===== src/rtl/vcfd_pkg.sv =====
// shared types, constants and the crc-16 byte update for the deframer
package vcfd_pkg;

  localparam int unsigned LEN_W     = 24;
  localparam int unsigned VB_W      = 4;
  localparam int unsigned FLEN_W    = 25;
  localparam int unsigned CFG_IDX_W = 1;
  localparam int unsigned CFG_DW    = 24;

  localparam logic [15:0] CRC_INIT = 16'h1D0F;
  localparam logic [15:0] CRC_POLY = 16'h1021;

  localparam logic [LEN_W-1:0] MAX_PAYLOAD_RESET = 24'hFFFFFF;

  typedef enum logic [2:0] {
    EV_SKIP    = 3'd0,
    EV_HEADER  = 3'd1,
    EV_PAYLOAD = 3'd2,
    EV_CRCLO   = 3'd3,
    EV_GOOD    = 3'd4,
    EV_BAD     = 3'd5,
    EV_LENERR  = 3'd6
  } event_e;

  typedef enum logic [5:0] {
    PH_HUNT    = 6'b000001,
    PH_SECOND  = 6'b000010,
    PH_LEN     = 6'b000100,
    PH_PAYLOAD = 6'b001000,
    PH_CRCLO   = 6'b010000,
    PH_CRCHI   = 6'b100000
  } phase_e;

  typedef enum logic [CFG_IDX_W-1:0] {
    REG_SYNC_BYTE   = 1'b0,
    REG_MAX_PAYLOAD = 1'b1
  } cfg_reg_e;

  typedef struct packed {
    logic [7:0]       sync_byte;
    logic [LEN_W-1:0] max_payload;
  } cfg_t;

  typedef struct packed {
    logic [7:0]        out_byte;
    event_e            event_res;
    logic [FLEN_W-1:0] frame_length;
  } res_t;

  // msb first, no reflection, no final xor
  function automatic logic [15:0] crc16_byte(input logic [15:0] crc, input logic [7:0] b);
    logic [15:0] c;
    c = crc ^ {b, 8'h00};
    for (int i = 0; i < 8; i++) begin
      c = c[15] ? ((c << 1) ^ CRC_POLY) : (c << 1);
    end
    return c;
  endfunction

endpackage


===== src/rtl/vcfd_stream_if.sv =====
// valid/ready stream channel with a typed payload
interface vcfd_stream_if #(
  parameter type payload_t = logic [7:0]
) ();
  logic     valid;
  logic     ready;
  payload_t data;

  modport source (output valid, output data, input ready);
  modport sink   (input valid, input data, output ready);
endinterface


===== src/rtl/vcfd_core.sv =====
// frame state, varint length decode and running crc for one byte per step
module vcfd_core import vcfd_pkg::*; #(
  parameter int unsigned MAX_VARINT_BYTES = 8
) (
  input  logic       clk_i,
  input  logic       rst_ni,
  input  logic       step_i,
  input  logic [7:0] byte_i,
  input  cfg_t       cfg_i,
  output res_t       res_o
);

  phase_e           phase_q, phase_d;
  logic [LEN_W-1:0] len_q, len_d;
  logic [VB_W-1:0]  vb_q, vb_d;
  logic [LEN_W-1:0] left_q, left_d;
  logic [15:0]      crc_q, crc_d;
  logic [7:0]       crc_lo_q, crc_lo_d;

  logic [LEN_W-1:0] part;
  logic             wide;
  logic [LEN_W-1:0] len_new;
  logic [15:0]      crc_upd;

  // seven bits per length byte, anything reaching bit 24 is too wide
  always_comb begin
    part = '0;
    wide = 1'b0;
    unique case (vb_q)
      4'd0:    part = {17'd0, byte_i[6:0]};
      4'd1:    part = {10'd0, byte_i[6:0], 7'd0};
      4'd2:    part = {3'd0, byte_i[6:0], 14'd0};
      4'd3: begin
        part = {byte_i[2:0], 21'd0};
        wide = |byte_i[6:3];
      end
      default: wide = |byte_i[6:0];
    endcase
  end

  assign len_new = len_q | part;
  assign crc_upd = crc16_byte(crc_q, byte_i);

  always_comb begin
    phase_d  = phase_q;
    len_d    = len_q;
    vb_d     = vb_q;
    left_d   = left_q;
    crc_d    = crc_q;
    crc_lo_d = crc_lo_q;
    res_o.out_byte     = byte_i;
    res_o.event_res    = EV_SKIP;
    res_o.frame_length = '0;
    unique case (phase_q)
      PH_HUNT: begin
        if (byte_i == cfg_i.sync_byte) begin
          res_o.event_res = EV_HEADER;
          phase_d         = PH_SECOND;
        end
      end
      PH_SECOND: begin
        res_o.event_res = EV_HEADER;
        len_d   = '0;
        vb_d    = '0;
        left_d  = '0;
        crc_d   = CRC_INIT;
        phase_d = PH_LEN;
      end
      PH_LEN: begin
        crc_d = crc_upd;
        vb_d  = vb_q + 4'd1;
        if (wide) begin
          res_o.event_res = EV_LENERR;
          phase_d         = PH_HUNT;
        end else begin
          len_d = len_new;
          if (!byte_i[7]) begin
            if (len_new > cfg_i.max_payload) begin
              res_o.event_res = EV_LENERR;
              phase_d         = PH_HUNT;
            end else begin
              res_o.event_res = EV_HEADER;
              left_d  = len_new;
              // empty payload goes straight to the crc bytes
              phase_d = (len_new == '0) ? PH_CRCLO : PH_PAYLOAD;
            end
          end else if (vb_d >= VB_W'(MAX_VARINT_BYTES)) begin
            res_o.event_res = EV_LENERR;
            phase_d         = PH_HUNT;
          end else begin
            res_o.event_res = EV_HEADER;
          end
        end
      end
      PH_PAYLOAD: begin
        res_o.event_res = EV_PAYLOAD;
        crc_d  = crc_upd;
        left_d = left_q - 24'd1;
        if (left_d == '0) begin
          phase_d = PH_CRCLO;
        end
      end
      PH_CRCLO: begin
        res_o.event_res = EV_CRCLO;
        crc_lo_d = byte_i;
        phase_d  = PH_CRCHI;
      end
      PH_CRCHI: begin
        if ({byte_i, crc_lo_q} == crc_q) begin
          res_o.event_res    = EV_GOOD;
          res_o.frame_length = FLEN_W'(len_q) + FLEN_W'(vb_q) + 25'd4;
        end else begin
          res_o.event_res = EV_BAD;
        end
        phase_d = PH_HUNT;
      end
      default: phase_d = PH_HUNT;
    endcase
  end

  always_ff @(posedge clk_i or negedge rst_ni) begin
    if (!rst_ni) begin
      phase_q  <= PH_HUNT;
      len_q    <= '0;
      vb_q     <= '0;
      left_q   <= '0;
      crc_q    <= CRC_INIT;
      crc_lo_q <= '0;
    end else if (step_i) begin
      phase_q  <= phase_d;
      len_q    <= len_d;
      vb_q     <= vb_d;
      left_q   <= left_d;
      crc_q    <= crc_d;
      crc_lo_q <= crc_lo_d;
    end
  end

endmodule


===== src/rtl/vcfd_out_stage.sv =====
// result register driving the output channel
module vcfd_out_stage import vcfd_pkg::*; (
  input  logic  clk_i,
  input  logic  rst_ni,
  input  logic  push_i,
  input  res_t  res_i,
  output logic  can_take_o,
  vcfd_stream_if.source out_o
);

  logic valid_q;
  res_t res_q;

  assign can_take_o = !valid_q || out_o.ready;
  assign out_o.valid = valid_q;
  assign out_o.data  = res_q;

  always_ff @(posedge clk_i or negedge rst_ni) begin
    if (!rst_ni) begin
      valid_q <= 1'b0;
    end else if (can_take_o) begin
      valid_q <= push_i;
    end
  end

  always_ff @(posedge clk_i) begin
    if (can_take_o && push_i) begin
      res_q <= res_i;
    end
  end

endmodule


===== src/rtl/varint_crc16_frame_deframer.sv =====
// top level: input register, frame decode, result register, config registers
// datapath: a byte is held in the input register, and its result then in the result register
// throughput: one byte per cycle without output stalls, set by the byte-wide crc update and phase decode in one stage
// output stalls hold the result register and back up into the input register
// reset: hunting for sync, sync_byte 0, max_payload 0xFFFFFF, crc 0x1D0F, both stages empty
module varint_crc16_frame_deframer import vcfd_pkg::*; #(
  parameter int unsigned MAX_VARINT_BYTES = 8
) (
  input  logic                 clk_i,
  input  logic                 rst_ni,
  input  logic                 cfg_we_i,
  input  logic [CFG_IDX_W-1:0] cfg_idx_i,
  input  logic [CFG_DW-1:0]    cfg_data_i,
  vcfd_stream_if.sink          in_i,
  vcfd_stream_if.source        out_o
);

  cfg_t       cfg_q;
  logic       s1_valid_q;
  logic [7:0] s1_byte_q;
  logic       can_take;
  logic       step;
  res_t       res;

  always_ff @(posedge clk_i or negedge rst_ni) begin
    if (!rst_ni) begin
      cfg_q.sync_byte   <= '0;
      cfg_q.max_payload <= MAX_PAYLOAD_RESET;
    end else if (cfg_we_i) begin
      unique case (cfg_reg_e'(cfg_idx_i))
        REG_SYNC_BYTE:   cfg_q.sync_byte   <= cfg_data_i[7:0];
        REG_MAX_PAYLOAD: cfg_q.max_payload <= cfg_data_i[LEN_W-1:0];
        default: ;
      endcase
    end
  end

  // byte moves into the result register on this cycle
  assign step       = s1_valid_q && can_take;
  assign in_i.ready = !s1_valid_q || can_take;

  always_ff @(posedge clk_i or negedge rst_ni) begin
    if (!rst_ni) begin
      s1_valid_q <= 1'b0;
    end else if (in_i.ready) begin
      s1_valid_q <= in_i.valid;
    end
  end

  always_ff @(posedge clk_i) begin
    if (in_i.ready && in_i.valid) begin
      s1_byte_q <= in_i.data;
    end
  end

  vcfd_core #(
    .MAX_VARINT_BYTES(MAX_VARINT_BYTES)
  ) u_core (
    .clk_i  (clk_i),
    .rst_ni (rst_ni),
    .step_i (step),
    .byte_i (s1_byte_q),
    .cfg_i  (cfg_q),
    .res_o  (res)
  );

  vcfd_out_stage u_out (
    .clk_i      (clk_i),
    .rst_ni     (rst_ni),
    .push_i     (s1_valid_q),
    .res_i      (res),
    .can_take_o (can_take),
    .out_o      (out_o)
  );

endmodule

===== src/flat_wrapper.sv =====
// flat-port wrapper written by rule: the top's interface ports become plain ports
module varint_crc16_frame_deframer_flat import vcfd_pkg::*;
#(
  parameter int unsigned MAX_VARINT_BYTES = 8
)
  (clk_i, rst_ni, cfg_we_i, cfg_idx_i, cfg_data_i, in_i_valid, in_i_data, in_i_ready, out_o_valid, out_o_data, out_o_ready);
  vcfd_stream_if in_i_i ();
  vcfd_stream_if out_o_i ();
  input  logic clk_i;
  input  logic rst_ni;
  input  logic cfg_we_i;
  input  logic [CFG_IDX_W-1:0] cfg_idx_i;
  input  logic [CFG_DW-1:0] cfg_data_i;
  input wire logic [$bits(in_i_i.valid)-1:0] in_i_valid;
  input wire logic [$bits(in_i_i.data)-1:0] in_i_data;
  output wire logic [$bits(in_i_i.ready)-1:0] in_i_ready;
  output wire logic [$bits(out_o_i.valid)-1:0] out_o_valid;
  output wire logic [$bits(out_o_i.data)-1:0] out_o_data;
  input wire logic [$bits(out_o_i.ready)-1:0] out_o_ready;
  assign in_i_i.valid = in_i_valid;
  assign in_i_i.data = in_i_data;
  assign in_i_ready = in_i_i.ready;
  assign out_o_valid = out_o_i.valid;
  assign out_o_data = out_o_i.data;
  assign out_o_i.ready = out_o_ready;
  varint_crc16_frame_deframer #(.MAX_VARINT_BYTES(MAX_VARINT_BYTES)) u_core (.clk_i(clk_i), .rst_ni(rst_ni), .cfg_we_i(cfg_we_i), .cfg_idx_i(cfg_idx_i), .cfg_data_i(cfg_data_i), .in_i(in_i_i), .out_o(out_o_i));
endmodule

===== config.mk =====
export PLATFORM = sky130hd
export DESIGN_NAME = varint_crc16_frame_deframer_flat
export DESIGN_NICKNAME = d
export VERILOG_FILES = /design/src/rtl/vcfd_pkg.sv /design/src/rtl/vcfd_stream_if.sv /design/src/rtl/vcfd_core.sv /design/src/rtl/vcfd_out_stage.sv /design/src/rtl/varint_crc16_frame_deframer.sv /design/src/flat_wrapper.sv
export SDC_FILE = /design/constraint.sdc
export NUM_CORES = 1
export LEC_CHECK = 0
export BUFFER_PORTS_ARGS = -buffer_cell sky130_fd_sc_hd__buf_2
export CORE_MARGIN = 2
export CORE_UTILIZATION = 45
export DETAILED_ROUTE_END_ITERATION = 10
export GPL_ROUTABILITY_DRIVEN = 0
export SYNTH_ARGS = -nofsm -noshare
export SYNTH_HDL_FRONTEND = slang
export SYNTH_SLANG_ARGS = --single-unit
export TNS_END_PERCENT = 100

===== constraint.sdc =====
create_clock -name clk_i -period 11.3 [get_ports clk_i]
set_clock_uncertainty 0.15 [all_clocks]
set_input_delay 2.26 -clock clk_i [delete_from_list [all_inputs] [get_ports clk_i]]
set_output_delay 2.26 -clock clk_i [all_outputs]
set_load 0.005 [all_outputs]

==> flow_metrics.py <==
metrics = {
    "outcome": {
        "outcome": "completed",
    },
    "setup_path": {
        "critical_path_required_ns": 8.89,
        "start_kind": "input port",
        "slowest_stage": "nand3b_1",
        "cpPeakStageDelay_ns": 0.18,
        "worstSetupPathType": "input port to output port",
        "critPathBufInv": 2,
        "crit_path_frequent_cell": "buf_2",
        "r2r_cells": 12,
        "cpLargestDelayFamily": "buffers and inverters",
        "cp-end-kind": "output port",
        "reg2reg_from": "u_core.u_core.vb_q[0]$_DFFE_PN0P_",
        "crit_arrival_ns": 2.68,
        "cp_cell_sequence": "buf_2, nand3b_1, buf_2",
        "cp.depth": 3,
        "r2r_slack_ns": 6.40,
        "cp_max_fo": 3,
        "r2r_end": "u_core.u_core.left_q[17]$_DFFE_PN0P_",
    },
    "clock_tree": {
        "cts_root_buf": "clkbuf_16",
        "post-cts-setup-buffer-count": 0,
        "holdBufCountCts": 0,
        "cts_buffers": 17,
        "cts_tree": "built",
        "postCtsResizedCells": 0,
        "htreeDepth": 4,
        "cts_buffer_depth": 2,
        "clkSinkCount": 132,
        "clock_latency_ns": 0.43,
        "clkTransAtPathRegs_ns": 0.06,
    },
    "yosys": {
        "synth_compound_area_frac": 0.1450,
        "synth.avg_cell_area_um2": 9.798,
        "syn-instance-count": 782,
        "ys_types": 62,
        "synth_fa_ha_area_frac": 0.06466,
        "synth-seq-cells": 132,
        "synth_top_family_by_area": "simple AND/OR/NAND/NOR gates",
        "yosysSeqAreaShare": 0.4469,
        "synth-simple-area-share": 0.1522,
        "ys.flop_type": "dfrtp_1",
        "ys_warn_count": 0,
        "synth-xor-area-share": 0.05830,
        "synthMuxAreaShare": 0.08377,
        "synth_area_um2": 7662,
        "syn_nets": 859,
        "synth-edff-count": 16,
        "synthArstFlopShare": 0.8788,
    },
    "pwr": {
        "switching_share": 0.3174,
        "p_sw_w": 0.0005262,
        "power.total_w": 0.001658,
        "internal-power_w": 0.001131,
        "powerDensity_nw_per_um2": 191.0,
        "p_seq_frac": 0.394,
        "ir_worst_vdd_mv": 0.1035,
        "p_leak_nw": 3.890,
        "clock_power_share": 0.358,
        "pwr-share-comb": 0.248,
    },
    "detailed_routing": {
        "first_pass_iters": 7,
        "wl_mm": 19.19,
        "vias": 6059,
        "via_per_inst": 5.776,
        "drt-initial-drc-count": 553,
        "drc": 0,
        "ant_nets": 0,
        "avgRoutedWirePerCell_um": 18.30,
    },
    "hold_path": {
        "hold_path.class": "flip-flop to flip-flop",
        "whs_path_depth": 2,
        "worstHoldStart": "u_core.u_core.len_q[10]$_DFFE_PN0P_",
        "holdPathEnd": "u_core.u_core.len_q[10]$_DFFE_PN0P_",
    },
    "floorplanning": {
        "fp.dieW_um": 134.5,
        "coreArea_um2": 16640,
        "die_area_um2": 18090,
        "fp.dieH_um": 134.5,
        "io_pins": 48,
        "initial_utilization": 0.4604,
        "rows": 47,
    },
    "grt": {
        "overflow": 0,
        "grt_pass1_wl_mm": 31.03,
        "track_usage": 0.2219,
        "grt_max_degree": 75,
        "grt_pass1_vias": 5856,
        "antenna_found_initial": 0,
    },
    "cells_and_area": {
        "diodes": 0,
        "final_cell_mix": "83 x dfrtp_1, 73 x o21ai_0, 66 x a21oi_1, 57 x inv_1, 57 x mux2_2",
        "fin_nets": 893,
        "nFillCells": 1501,
        "drive_gt1_frac": 0.2292,
        "layout_commonest_cell": "dfrtp_1",
        "synthToLayoutAreaGrowth_pct": 13.28,
    },
    "timing": {
        "period_share": 0.4504,
        "rsz0062_at_grt": "no",
        "min_period_ns": 5.090,
        "setup_viol": 0,
        "tightest_slew_ns": 1.184,
        "finalHoldViolCount": 0,
        "drv_slew": 0,
        "slew_headroom": 0.2084,
        "tns_ns": 0,
        "max_freq_mhz": 196.5,
    },
    "placement": {
        "io_buffers": 47,
        "hpwl_mm": 13.73,
    },
    "job": {
        "maxCapViolCount": 0,
    },
}
==> flip-flops by register name, indices dropped and copies added, names as in the netlist <==
register	cells
u_core.u_core.crc_q	16
u_core.u_core.left_q	24
u_core.u_core.vb_q	4
u_core.s1_byte_q	8
u_core.u_out.out_o.valid	1
u_core.u_core.len_q	24
u_core.cfg_q	32
u_core.s1_valid_q	1
u_core.u_out.out_o.data	8
u_core.u_core.phase_q	6
u_core.u_core.crc_lo_q	8
==> through the flow <==
stage / area, um2 / setup slack [ns] / utilization / std cells / hold WS, ns
finish: 8680 / 6.210 / 0.5215 / 1049 / 0.3316
global route: 8680 / 6.117 / 0.5215 / 1049 / 0.3549
CTS: 8680 / 6.208 / 0.5215 / 1049 / 0.3300
detailed placement: 8050 / 6.025 / 0.4837 / 1017 / 0.3173
global placement: 8050 / 6.202 / 0.4837 / 1017 / 0.3097
floorplan: 7662 / 6.456 / - / 782 / 0.2993
==> cells by family after synthesis <==
family                     Yosys count
buffers and inverters               94
xor gates and xnor gates            51
and+or+nand+nor                    218
AOI/OAI and AO/OA                  191
muxes                               57
DFF                                132
adders and majority gates           39
==> metal layers <==
metal,global-route usage,share of wire,up-vias
met5,0,0,-
met2,0.3557,0.47,201
met1,0.3008,0.46,2969
li1,-,-,2868
met3,0.04730,0.056,21
met4,0.07485,0.015,0
==> power by group through the flow <==
stage / combinational, W / sequential, W / clock, W
after detailed placement: 0.000408 / 0.000657 / 0
after global routing: 0.000456 / 0.000662 / 0.000624
after global placement: 0.000393 / 0.000656 / 0
after CTS: 0.000410 / 0.000651 / 0.000602
after floorplan: 0.000320 / 0.000631 / 0
final: 0.000412 / 0.000653 / 0.000593
==> cell usage after synthesis (3+ instances only) <==
cell type,number,area share
nand4_1,16,0.013
nor4_1,9,0.0073
nor4b_1,3,0.0034
clkbuf_1,26,0.013
dfrtp_1,83,0.27
nor3b_1,10,0.0098
inv_1,57,0.028
and2_1,11,0.0090
nand3_1,17,0.011
a31oi_1,4,0.0033
mux2_2,57,0.084
xor2_1,13,0.015
buf_2,7,0.0046
o211ai_1,5,0.0049
a21oi_1,66,0.043
nor2_1,50,0.024
nand4b_1,3,0.0034
dfstp_2,33,0.11
xnor2_1,38,0.043
or4_1,5,0.0049
nor2b_1,5,0.0041
o31ai_1,12,0.012
o21ai_0,74,0.048
nor3_1,23,0.015
ha_1,38,0.062
and3_1,6,0.0049
or4_4,3,0.0044
nand2b_1,5,0.0041
nand2_1,42,0.021
a21o_1,5,0.0049
edfxtp_1,16,0.063
==> worst register-to-register path, delay by kind of cell, from the launching register on <==
family                     cells  cell delay, ns
buffers and inverters          2            0.30
and+or+nand+nor                5            2.66
AOI/OAI and AO/OA              3            0.84
adders and majority gates      2            0.38
DFF                            1            0.47
==> cell type report <==
type	count	area, um2	area share
Clock buffer	17	425.4	0.04901
Tap cell	220	275.3	0.03171
Timing Repair Buffer	51	267.8	0.03085
Clock inverter	15	203.9	0.02350
Multi-Input combinational cell	556	3865	0.4453
Sequential cell	132	3425	0.3946
Inverter	58	217.7	0.02508
==> how the worst max path moves through the flow <==
| stage | to | slack [ns] | start |
|---|---|---|---|
| 5_1_grt | u_core.u_core.left_q[5]$_DFFE_PN0P_ | 6.12 | u_core.u_core.vb_q[0]$_DFFE_PN0P_ |
| 3_3_place_gp | u_core.u_core.left_q[18]$_DFFE_PN0P_ | 6.20 | out_o_ready |
| 2_1_floorplan | in_i_ready | 6.46 | out_o_ready |
| 4_1_cts | in_i_ready | 6.21 | out_o_ready |
| 3_5_place_dp | u_core.u_core.left_q[17]$_DFFE_PN0P_ | 6.03 | out_o_ready |
| 6_report | in_i_ready | 6.21 | out_o_ready |
No activity file was read; power rests on OpenSTA's default activity.
